==> config.mk <==
export PLATFORM = sky130hd
export DESIGN_NAME = first_fit_segment_allocator
export DESIGN_NICKNAME = d
export VERILOG_FILES = /design/src/design/ffsa_pkg.sv /design/src/design/ffsa_cell.sv /design/src/design/ffsa_chain.sv /design/src/design/first_fit_segment_allocator.sv
export SDC_FILE = /design/constraint.sdc
export NUM_CORES = 2
export LEC_CHECK = 0
export ABC_AREA = 1
export BUFFER_PORTS_ARGS = -buffer_cell sky130_fd_sc_hd__buf_2
export CAP_MARGIN = 20
export CORE_MARGIN = 2
export CORE_UTILIZATION = 30
export DETAILED_ROUTE_END_ITERATION = 8
export PLACE_DENSITY = 0.46
export SETUP_SLACK_MARGIN = 0.2
export SLEW_MARGIN = 20
export SYNTH_ARGS = -nofsm -noshare
export SYNTH_HDL_FRONTEND = slang
export SYNTH_SLANG_ARGS = --single-unit
==> constraint.sdc <==
create_clock -name i_clk -period 9.7 [get_ports i_clk]
set_clock_uncertainty 0.15 [all_clocks]
set_input_delay 1.94 -clock i_clk [delete_from_list [all_inputs] [get_ports i_clk]]
set_output_delay 1.94 -clock i_clk [all_outputs]
set_load 0.05 [all_outputs]
==> src/design/ffsa_pkg.sv <==
`timescale 1ns / 1ps
`default_nettype none
// ----------------------------------------------------------------------------
// ffsa_pkg
// Shared types and constants for the first-fit segment allocator.
// ----------------------------------------------------------------------------
package ffsa_pkg;

    localparam int TABLE_ENTRIES = 16;
    localparam int HEADER_BYTES  = 32;
    localparam int ADDR_BITS     = 32;
    localparam int CNT_BITS      = $clog2(TABLE_ENTRIES + 1);
    localparam int CFG_BITS      = 32;
    localparam int MIN_BITS      = 25;

    localparam logic [MIN_BITS-1:0]  GROW_MIN_RST    = MIN_BITS'(12288);
    localparam logic [MIN_BITS-1:0]  RELEASE_MIN_RST = MIN_BITS'(4096);
    localparam logic [31:0]          HEAP_LIMIT_RST  = 32'd16777216;

    localparam logic [1:0] REG_GROW_MIN    = 2'd0;
    localparam logic [1:0] REG_RELEASE_MIN = 2'd1;
    localparam logic [1:0] REG_HEAP_LIMIT  = 2'd2;

    localparam logic OP_ALLOC = 1'b0;
    localparam logic OP_FREE  = 1'b1;

    localparam logic [1:0] ST_OK         = 2'd0;
    localparam logic [1:0] ST_HEAP_LIMIT = 2'd1;
    localparam logic [1:0] ST_TABLE_FULL = 2'd2;

    typedef struct packed {
        logic        opcode;
        logic [31:0] request_bytes;
        logic [31:0] payload_address;
    } t_in_item;

    typedef struct packed {
        logic [31:0] granted_address;
        logic [31:0] granted_bytes;
        logic [1:0]  status;
        logic [31:0] heap_top;
    } t_out_item;

    typedef struct packed {
        logic [ADDR_BITS-1:0] start;
        logic [31:0]          payload;
    } t_seg;

    // chain command, same for every cell in a cycle
    typedef enum logic [1:0] {
        CC_HOLD,
        CC_SHL,   // cell i takes cell i+1 (remove at or above position)
        CC_SHR    // cell i takes cell i-1 (open a hole at position)
    } t_chain_op;

    typedef struct packed {
        t_chain_op            op;
        logic [CNT_BITS-1:0]  pos;    // cells at or beyond pos move
        logic                 wr;     // overwrite cell at wr_pos
        logic [CNT_BITS-1:0]  wr_pos;
        t_seg                 wr_seg;
    } t_chain_ctl;

endpackage
`default_nettype wire

==> src/design/ffsa_cell.sv <==
`timescale 1ns / 1ps
`default_nettype none
// ----------------------------------------------------------------------------
// ffsa_cell
// One slot of the free-segment table; shifts to or from its neighbors.
// ----------------------------------------------------------------------------
module ffsa_cell (
    input  wire logic                    i_clk,
    input  wire logic [ffsa_pkg::CNT_BITS-1:0] i_index,
    input  wire ffsa_pkg::t_chain_ctl    i_ctl,
    input  wire ffsa_pkg::t_seg          i_from_left,
    input  wire ffsa_pkg::t_seg          i_from_right,
    output ffsa_pkg::t_seg               o_seg
);
    import ffsa_pkg::*;

    t_seg r_seg;
    t_seg n_seg;

    always_comb begin
        n_seg = r_seg;
        if (i_index >= i_ctl.pos) begin
            unique case (i_ctl.op)
                CC_SHL:  n_seg = i_from_right;
                CC_SHR:  if (i_index != i_ctl.pos) n_seg = i_from_left;
                default: n_seg = r_seg;
            endcase
        end
        if (i_ctl.wr && i_ctl.wr_pos == i_index) n_seg = i_ctl.wr_seg;
    end

    always_ff @(posedge i_clk) begin
        r_seg <= n_seg;
    end

    assign o_seg = r_seg;

endmodule
`default_nettype wire

==> src/design/ffsa_chain.sv <==
`timescale 1ns / 1ps
`default_nettype none
// ----------------------------------------------------------------------------
// ffsa_chain
// Row of table cells; the entry at the read position and the one after it are presented to the sequencer.
// ----------------------------------------------------------------------------
module ffsa_chain (
    input  wire logic                          i_clk,
    input  wire ffsa_pkg::t_chain_ctl          i_ctl,
    input  wire logic [ffsa_pkg::CNT_BITS-1:0] i_rd_pos,
    output ffsa_pkg::t_seg                     o_rd_a,
    output ffsa_pkg::t_seg                     o_rd_b
);
    import ffsa_pkg::*;

    t_seg w_seg [TABLE_ENTRIES+1];
    localparam int IDX_BITS = $clog2(TABLE_ENTRIES);

    assign w_seg[TABLE_ENTRIES] = '0;

    for (genvar g = 0; g < TABLE_ENTRIES; g++) begin : g_cell
        ffsa_cell u_cell (
            .i_clk        (i_clk),
            .i_index      (CNT_BITS'(g)),
            .i_ctl        (i_ctl),
            .i_from_left  ((g == 0) ? w_seg[0] : w_seg[(g == 0) ? 0 : g-1]),
            .i_from_right (w_seg[g+1]),
            .o_seg        (w_seg[g])
        );
    end

    // entry at rd_pos and the one after it
    always_comb begin
        o_rd_a = '0;
        o_rd_b = '0;
        if (i_rd_pos < CNT_BITS'(TABLE_ENTRIES)) o_rd_a = w_seg[i_rd_pos[IDX_BITS-1:0]];
        if (i_rd_pos + 1'b1 < CNT_BITS'(TABLE_ENTRIES))
            o_rd_b = w_seg[IDX_BITS'(i_rd_pos + 1'b1)];
    end

endmodule
`default_nettype wire

==> src/design/first_fit_segment_allocator.sv <==
`timescale 1ns / 1ps
`default_nettype none
// ----------------------------------------------------------------------------
// first_fit_segment_allocator
// First-fit heap allocator over an address-sorted free-segment table.
// ----------------------------------------------------------------------------
// Each transaction (alloc or free) is processed alone and returns one result.
// The free table is a row of cells that shifts one place per cycle; the
// sequencer walks it one entry per cycle. An alloc is served from the table
// if an entry fits; otherwise it grows the top (or hits the heap limit),
// with a second scan for the insert point when the leftover is recorded. A
// free locates and inserts its segment and, if it was inserted, makes a
// merge pass over the table and does the release check; a free below one
// header goes straight to the result. Count, the table entries, is at most
// 16. The input stalls while a transaction is in flight or its result is
// still held, so the next request is taken in the cycle after the result
// is accepted.
module first_fit_segment_allocator (
    input  wire logic                    i_clk,
    input  wire logic                    i_rst_n,
    input  wire logic                    i_in_valid,
    output      logic                    o_in_stall,
    input  wire ffsa_pkg::t_in_item      i_in_data,
    output      logic                    o_out_valid,
    input  wire logic                    i_out_stall,
    output      ffsa_pkg::t_out_item     o_out_data,
    input  wire logic                    i_cfg_we,
    input  wire logic [1:0]              i_cfg_index,
    input  wire logic [31:0]             i_cfg_data
);
    import ffsa_pkg::*;

    typedef enum logic [3:0] {
        S_IDLE, S_AFIND, S_GROW, S_GINS, S_FINS, S_MERGE, S_REL, S_DONE
    } t_state;

    t_state               r_state;
    logic [MIN_BITS-1:0]  r_grow_min, r_rel_min;
    logic [31:0]          r_limit;
    logic [CNT_BITS-1:0]  r_count, r_pos;
    logic [31:0]          r_top;
    t_in_item             r_req;
    t_seg                 r_ins;       // pending insert for grow leftover / free
    logic [31:0]          r_gbytes_alt;
    t_out_item            r_out;
    logic                 r_out_valid;
    t_chain_ctl           w_ctl;
    t_seg                 w_a, w_b;

    ffsa_chain u_chain (
        .i_clk    (i_clk),
        .i_ctl    (w_ctl),
        .i_rd_pos (r_pos),
        .o_rd_a   (w_a),
        .o_rd_b   (w_b)
    );

    localparam logic [32:0] HDR = 33'(HEADER_BYTES);

    logic [32:0] w_rem;      // payload - request
    logic [32:0] w_g;        // grow payload
    logic [33:0] w_new_top;
    logic [33:0] w_merge;
    logic [32:0] w_end_a;

    assign w_rem      = {1'b0, w_a.payload} - {1'b0, r_req.request_bytes};
    assign w_g        = (r_req.request_bytes > 32'(r_grow_min)) ? {1'b0, r_req.request_bytes}
                                                                : 33'(r_grow_min);
    assign w_new_top  = {2'b0, r_top} + {1'b0, w_g} + 34'(HEADER_BYTES);
    assign w_merge    = {2'b0, w_a.payload} + 34'(HEADER_BYTES) + {2'b0, w_b.payload};
    assign w_end_a    = {1'b0, w_a.start} + HDR + {1'b0, w_a.payload};

    assign o_in_stall  = (r_state != S_IDLE) || r_out_valid;
    assign o_out_valid = r_out_valid;
    assign o_out_data  = r_out;

    // insert search: first pos whose start >= ins.start
    logic w_ins_here;
    assign w_ins_here = (r_pos >= r_count) || (w_a.start >= r_ins.start);

    always_comb begin
        w_ctl = '{op: CC_HOLD, pos: '0, wr: 1'b0, wr_pos: '0, wr_seg: '0};
        unique case (r_state)
            S_AFIND: begin
                if (r_pos < r_count && w_a.payload >= r_req.request_bytes) begin
                    if (w_rem > HDR) begin
                        w_ctl.wr = 1'b1;
                        w_ctl.wr_pos = r_pos;
                        w_ctl.wr_seg.start = w_a.start + 32'(HEADER_BYTES)
                                             + r_req.request_bytes;
                        w_ctl.wr_seg.payload = 32'(w_rem - HDR);
                    end else begin
                        w_ctl.op = CC_SHL;
                        w_ctl.pos = r_pos;
                    end
                end
            end
            S_GINS, S_FINS: begin
                if (w_ins_here && !(r_pos < r_count && w_a.start == r_ins.start)
                    && r_count < CNT_BITS'(TABLE_ENTRIES)) begin
                    w_ctl.op = CC_SHR;
                    w_ctl.pos = r_pos;
                    w_ctl.wr = 1'b1;
                    w_ctl.wr_pos = r_pos;
                    w_ctl.wr_seg = r_ins;
                end
            end
            S_MERGE: begin
                if (r_pos + 1'b1 < r_count && w_end_a == {1'b0, w_b.start}) begin
                    w_ctl.op = CC_SHL;
                    w_ctl.pos = r_pos + 1'b1;
                    w_ctl.wr = 1'b1;
                    w_ctl.wr_pos = r_pos;
                    w_ctl.wr_seg.start = w_a.start;
                    w_ctl.wr_seg.payload = w_merge[33:32] != 2'b0 ? 32'hFFFF_FFFF
                                                                   : w_merge[31:0];
                end
            end
            default: ;
        endcase
    end

    always_ff @(posedge i_clk) begin
        if (!i_rst_n) begin
            r_state     <= S_IDLE;
            r_grow_min  <= GROW_MIN_RST;
            r_rel_min   <= RELEASE_MIN_RST;
            r_limit     <= HEAP_LIMIT_RST;
            r_count     <= '0;
            r_top       <= '0;
            r_pos       <= '0;
            r_out_valid <= 1'b0;
        end else begin
            if (i_cfg_we) begin
                unique case (i_cfg_index)
                    REG_GROW_MIN:    r_grow_min <= i_cfg_data[MIN_BITS-1:0];
                    REG_RELEASE_MIN: r_rel_min  <= i_cfg_data[MIN_BITS-1:0];
                    REG_HEAP_LIMIT:  r_limit    <= i_cfg_data;
                    default: ;
                endcase
            end
            if (r_out_valid && !i_out_stall) r_out_valid <= 1'b0;

            unique case (r_state)
                S_IDLE: begin
                    if (i_in_valid && !o_in_stall) begin
                        r_req <= i_in_data;
                        r_pos <= '0;
                        r_out <= '0;
                        r_ins.start   <= i_in_data.payload_address - 32'(HEADER_BYTES);
                        r_ins.payload <= i_in_data.request_bytes;
                        if (i_in_data.opcode == OP_ALLOC) r_state <= S_AFIND;
                        else if (i_in_data.payload_address >= 32'(HEADER_BYTES))
                            r_state <= S_FINS;
                        else r_state <= S_DONE;
                    end
                end
                S_AFIND: begin
                    if (r_pos >= r_count) begin
                        r_state <= S_GROW;
                    end else if (w_a.payload >= r_req.request_bytes) begin
                        r_out.granted_address <= w_a.start + 32'(HEADER_BYTES);
                        if (w_rem > HDR) begin
                            r_out.granted_bytes <= r_req.request_bytes;
                        end else begin
                            r_out.granted_bytes <= w_a.payload;
                            r_count <= r_count - 1'b1;
                        end
                        r_state <= S_DONE;
                    end else begin
                        r_pos <= r_pos + 1'b1;
                    end
                end
                S_GROW: begin
                    if (w_new_top[33:32] != 2'b0 || w_new_top[31:0] > r_limit) begin
                        r_out.status <= ST_HEAP_LIMIT;
                        r_state <= S_DONE;
                    end else begin
                        r_top <= w_new_top[31:0];
                        r_out.granted_address <= r_top + 32'(HEADER_BYTES);
                        r_gbytes_alt <= w_g[31:0];
                        if (w_g - {1'b0, r_req.request_bytes} > HDR) begin
                            r_ins.start <= r_top + 32'(HEADER_BYTES) + r_req.request_bytes;
                            r_ins.payload <= 32'(w_g - {1'b0, r_req.request_bytes} - HDR);
                            r_pos <= '0;
                            r_state <= S_GINS;
                        end else begin
                            r_out.granted_bytes <= w_g[31:0];
                            r_state <= S_DONE;
                        end
                    end
                end
                S_GINS, S_FINS: begin
                    if (r_pos < r_count && w_a.start == r_ins.start) begin
                        if (r_state == S_GINS) r_out.granted_bytes <= r_gbytes_alt;
                        r_state <= S_DONE;
                    end else if (w_ins_here) begin
                        if (r_count >= CNT_BITS'(TABLE_ENTRIES)) begin
                            r_out.status <= ST_TABLE_FULL;
                            if (r_state == S_GINS) r_out.granted_bytes <= r_gbytes_alt;
                            r_state <= S_DONE;
                        end else begin
                            r_count <= r_count + 1'b1;
                            if (r_state == S_GINS) begin
                                r_out.granted_bytes <= r_req.request_bytes;
                                r_state <= S_DONE;
                            end else begin
                                r_pos <= '0;
                                r_state <= S_MERGE;
                            end
                        end
                    end else begin
                        r_pos <= r_pos + 1'b1;
                    end
                end
                S_MERGE: begin
                    if (r_pos + 1'b1 >= r_count) begin
                        r_pos <= (r_count == '0) ? '0 : r_count - 1'b1;
                        r_state <= S_REL;
                    end else if (w_end_a == {1'b0, w_b.start}) begin
                        r_count <= r_count - 1'b1;
                    end else begin
                        r_pos <= r_pos + 1'b1;
                    end
                end
                S_REL: begin
                    if (r_count != '0 && w_end_a == {1'b0, r_top}
                        && w_a.payload >= 32'(r_rel_min)) begin
                        r_top <= w_a.start;
                        r_count <= r_count - 1'b1;
                    end
                    r_state <= S_DONE;
                end
                S_DONE: begin
                    r_out.heap_top <= r_top;
                    r_out_valid <= 1'b1;
                    r_state <= S_IDLE;
                end
                default: r_state <= S_IDLE;
            endcase
        end
    end

endmodule
`default_nettype wire

Word level (Yosys, flattened, before mapping)
Index checks and enable logic that the tools add are counted.
- bits of input ports: 104
- flip-flop bits (word level): 1379
- output and inout bits: 100
- eq/ne operators: 82
- reductions and logical operators: 111
- bitwise operators: 3
- add/sub/neg operators: 18
- mux-type cells: 142
- $lt $le $gt $ge: 34
- operator list (operator ; count):
    64-bit two-way mux ; 60
    64-bit one-hot mux with 2 select lines ; 16
    64-bit binary-select mux with 5-bit select ; 2
    32-bit two-way mux ; 10
    77-bit one-hot mux with 3 select lines ; 1
    76-bit two-way mux ; 2
    32-bit one-hot mux with 2 select lines ; 2
    32-bit one-hot mux with 4 select lines ; 1
    5-bit two-way mux ; 21
    98-bit two-way mux ; 1
    32-bit one-hot mux with 3 select lines ; 1
    32-bit by 6-bit subtractor with 32-bit output, second input constant ; 3
    77-bit two-way mux ; 1
    70-bit two-way mux ; 1
    32-bit by 6-bit adder with 33-bit output, second input constant ; 2
    33-bit by 32-bit == test with 1-bit output ; 2
    33-bit by 6-bit greater-than comparator with 1-bit output, second input constant ; 2
    32-bit by 32-bit subtractor with 33-bit output ; 2
    32-bit adder ; 2
    32-bit by 6-bit adder with 32-bit output, second input constant ; 2
    32-bit >= comparator ; 2
    3-bit inequality test, second input constant ; 20
    3-bit AND reduction ; 19
    3-bit nonzero test ; 17
    other kinds (64) ; 198

Logic depth before layout (Yosys ltp)
- depth after elaboration: 17
- depth in mapped cells: 54
- depth with buffers taken out: 53

Modules after synthesis
From an unflattened synthesis, not the netlist that was laid out.
- cells, all modules: 19738
- area total of the unflattened synthesis: 131855.2 um^2
- modules (own cells, without submodules) (module ; times used ; cells an instance ; area each (um^2) ; sequential area each (um^2)):
    ffsa_cell ; 16 ; 545 ; 4444.3 ; 1921.8
    first_fit_segment_allocator ; 1 ; 5573 ; 37554.8 ; 9349.0
    ffsa_chain ; 1 ; 5445 ; 23192.2 ; 0.0

Worst setup path before layout
OpenSTA, ideal clock, no wires.
- kind: register to register
- start point: reg r_pos[0]
- end point: reg u_chain.g_cell[14].u_cell.r_seg, in the netlist u_chain.g_cell[14].u_cell.o_seg[0] (enable)
- buffers on the path: 10
- required time: 9.043 ns
- stages on the path, launching flop included: 39
- clock period less this slack: 9.617 ns
- slack: 0.083 ns
- data arrival time: 8.961 ns
- cell sequence: dfxtp_1 > buf_6 > buf_6 > buf_6 > nand2_2 > inv_2 > buf_2 > buf_2 > buf_1 > buf_2 > buf_1 > a221oi_1 > o22ai_1 > inv_1 > a21oi_1 > ha_1 > ha_1 > fa_1 > (+3 left out) > nand2_1 > xor2_1 > inv_1 > nand3_1 > nand2_1 > nor2_1 > nand2_1 > nor2_1 > nand2_1 > nor2_4 > nand3_2 > buf_6 > buf_2 > nand2_1 > nand3_1 > nand3_1 > o21ai_0 > a21oi_1
- longest elaborated chain between the ends: 16
- elaborated cells between the ends (all ways): 47
- RTL lines (what ; RTL line ; text):
    from (decl) ; first_fit_segment_allocator.sv:40 ; logic [CNT_BITS-1:0] r_count, r_pos;
    from (signal assigned) ; first_fit_segment_allocator.sv:171 ; r_pos <= r_pos + 1'b1;
    from (signal assigned) ; first_fit_segment_allocator.sv:213 ; r_pos <= r_pos + 1'b1;
    from (signal assigned) ; first_fit_segment_allocator.sv:218 ; r_pos <= (r_count == '0) ? '0 : r_count - 1'b1;
    branches (longest 11 deep; another with 32-bit by 6-bit adder with 33-bit output) ; -- ;
    77-bit one-hot mux with 3 select lines * ; first_fit_segment_allocator.sv:83 ; unique case (r_state)
    branches (longest 3 deep; another with 4-bit by 5-bit >= comparator with 1-bit output) ; -- ;
    3-bit AND reduction (no line) * ; -- ;
    to (signal assigned) ; ffsa_cell.sv:33 ; r_seg <= n_seg;
    to (decl) ; ffsa_cell.sv:17 ; t_seg r_seg;
Mark *: on every way between the ends. The select of a mux whose other input is x is not followed.
A chain may end at the register's enable or synchronous reset.

Worst setup path after layout
- start point: reg r_pos[3]
- end point: reg u_chain.g_cell[2].u_cell.r_seg, in the netlist u_chain.g_cell[2].u_cell.o_seg[1] (enable)
- longest elaborated chain between the ends: 16
- elaborated cells between the ends (all ways): 47
- RTL lines (what ; RTL line):
    branches (longest 11 deep; another with 32-bit by 6-bit adder with 33-bit output) ; --
    77-bit one-hot mux with 3 select lines * ; first_fit_segment_allocator.sv:83
    branches (longest 3 deep; another with 2-bit by 5-bit >= comparator with 1-bit output) ; --
    3-bit AND reduction (no line) * ; --
    to (signal assigned) ; ffsa_cell.sv:33
    to (decl) ; ffsa_cell.sv:17
Marked as above.

==> impl_metrics.toml <==
[run_status]
status = "finished, final reports clean"

[timing]
fmax_ghz = 0.109
layout_worst_path_cycle_share_pct = 94.9
slew_viol_final = 0
fin_tns_setup_ns = 0
worst_pin_slew_ns = 1.40
relSlewSlack_pct = 6.57
period_minus_slack_ns = 9.21
final-hold-violation-count = 0
rsz0062_at_grt = "no"
setup_violations = 0

[pwr]
power.density_mw_per_mm2 = 464
p_leak_uw = 0.0471
vdd_drop_max_mv = 0.329
p_total_uw = 54700

[logic_synthesis]
synth-seq-area-share_pct = 38.2
synth_edf_count = 1250
ys_ff_latch = 1378
synth_common_cells = "nand2_1 (3267), o21ai_0 (1655), inv_1 (1571)"
synthCells = 14200
synth.net_count = 14800
syn_area_mm2 = 0.105
async_flop_share_pct = 0
yosysTopAreaCellShare_pct = 35.7
synth_flop_cell = "edfxtp_1"
synthTopCellsByArea = "edfxtp_1 (36%), nand2_1 (12%), o21ai_0 (7.9%)"
avgSynthCellArea_um2 = 7.38
yosysTopAreaCell = "edfxtp_1"
synth_most_common_cell = "nand2_1"
synth.distinct_cells = 77
yosysWarningCount = 0

[die]
core-area_mm2 = 0.349
ios = 204
row_count = 217
die_x_um = 596
dieArea_mm2 = 0.355
initial_core_util_pct = 30.1
die_height_um = 596

[placed_design]
port_buffers = 203
placed_cells = 18500
place.gp.congestion = 0.967
hpwl_um = 374000

[clock_network]
clk-insertion-delay-late_ns = 0.94
path_clk_slew_ns = 0.06
htreeDepth = 4
cts_setup_buffers = 0
clock_sinks = 1378
cts_tree = "done"
clockRootBuffer = "clkbuf_16"
clockBufferDepth = 4
numCtsBuffers = 178

[cells_and_area]
nNetsFinal = 14600
flow.area_growth_from_synthesis_pct = 12.2
drive_above_1_share_pct = 7.66
layoutNonFillerInstCount = 18800
fin_util_pct = 33.8

[critical_path]
critPathLaunchType = "register"
slowest_delay_ns = 0.71
cp.arrival_ns = 9.56
cp_max_fo = 64
critPathKind = "register to register"
required_ns = 10.05
crit_slowest_cell = "a21oi_2"
end_kind = "register"
crit_top_cell = "nand2_1"

[detailed_routing]
dr.pass1.iters = 9
ant_nets = 0
drt_drc_violations_left = 0
first_iter_violations = 14100
via_per_inst = 5.75
wl_um = 549000
wl_per_cell_um = 29.2
vias = 108000

[job]
drv_cap = 0

[global_routing]
antenna_found_initial = 33
grt_max_degree = 159
grt_pass1_vias = 101000
grt_first_pass_wirelength_um = 767000
grt_usage_pct = 29.8
overflow = 0

[hold_path]
hp-class = "register to register"
==> registers in the layout (all words and copies together), names as in the netlist, 3 cells and up <==
register	count
r_ins	64
r_rel_min	25
r_pos	5
r_grow_min	25
u_chain.g_cell.u_cell.o_seg	1024
r_count	5
o_out_data	98
r_top	32
r_state	3
r_limit	32
r_req	32
r_gbytes_alt	32
==> critical path: cells and delay by family (launching register included) <==
| kind | cells | cell delay [ns] |
|---|---|---|
| adder cells (fa/ha/maj) | 2 | 0.80 |
| flip-flops | 1 | 0.69 |
| AO/OA/AOI/OAI | 4 | 1.79 |
| buffers and inverters | 8 | 2.08 |
| AND/OR/NAND/NOR | 17 | 3.13 |
==> cells in the final DEF (no fill, tap or decap), types with 15 or more instances in the layout <==
cell type,n
nand2_1,3243
o21ai_0,1641
inv_1,1554
edfxtp_1,1250
a21oi_1,1030
nand3_1,785
nor2_1,688
o211ai_1,663
ha_1,439
o21ai_1,371
buf_4,354
o22ai_1,259
a31oi_1,202
buf_2,202
clkbuf_16,181
xor2_1,162
dfxtp_1,124
nand4_1,92
a221oi_1,77
xnor2_1,73
nor3_1,72
buf_12,72
clkinv_1,49
o221ai_1,35
clkbuf_1,33
clkinv_2,32
o2111ai_1,29
or2_2,29
a211oi_1,27
a22oi_1,25
nor4_1,24
diode_2,22
nand2_4,22
a21oi_2,22
nand3b_1,21
inv_2,19
o21bai_1,18
o21a_1,18
a21o_1,17
and2_1,15
==> cells by family after synthesis <==
family	count (synthesis)	synth area share (%)
flops	1378	38.2
compound gates	4522	24.8
mux	2	0.0202
buf+inv	2593	9.88
xor+xnor	238	1.99
fa+ha+maj	447	5.37
simple gates	5052	19.7
==> routing by layer <==
| layer | GRT usage, % | part of all wire (%) | vias to the layer above |
|---|---|---|---|
| li1 | - | - | 49200 |
| met5 | 0 | 0.015 | - |
| met1 | 39.6 | 41 | 52000 |
| met4 | 15.6 | 5.9 | 14 |
| met3 | 5.05 | 9.0 | 1091 |
| met2 | 46.1 | 44 | 5887 |
==> final timing paths <==
path / startpoint / slack, ns / end / cells past startpoint
worst max-delay path: r_pos[3] / 0.49 / u_chain.g_cell[2].u_cell.o_seg[1] / 31
worst min-delay path: r_limit[0] / 0.31 / r_limit[0] / 2
worst max register to register: r_pos[3] / 0.49 / u_chain.g_cell[2].u_cell.o_seg[1] / 31
worst min register to register: r_limit[0] / 0.31 / r_limit[0] / 2
==> power by group <==
| part | internal (uW) | switching, uW | leakage [uW] | total, uW |
|---|---|---|---|---|
| Clock | 3780 | 3000 | 0.00273 | 6780 |
| Sequential | 10100 | 1730 | 0.0125 | 11900 |
| Combinational | 10400 | 25700 | 0.0318 | 36100 |
==> what timing repair did <==
action,4_1_cts,5_1_grt
hold buffers,0,0
resized for setup,0,2
setup endpoints to repair,0,196
==> metrics by stage <==
step,area (um^2),worst slack (ns),hold WS [ns]
6_report,118000,0.490,0.312
3_3_place_gp,112000,0.715,0.300
2_1_floorplan,105000,0.328,0.278
5_1_grt,118000,0.277,0.335
3_5_place_dp,112000,0.549,0.300
4_1_cts,118000,0.449,0.310
==> cell type report <==
class                   count  area (um^2)
well taps                4599         5750
diodes                     22         55.1
clock inverters            97          895
flip-flops and latches   1378        40100
fillers                 37400       231000
repair buffers            630         5130
multi-input cells       10300        55100
clock buffers             217         4690
inverters                1603         6130
Power figures use the tool's default switching activity.
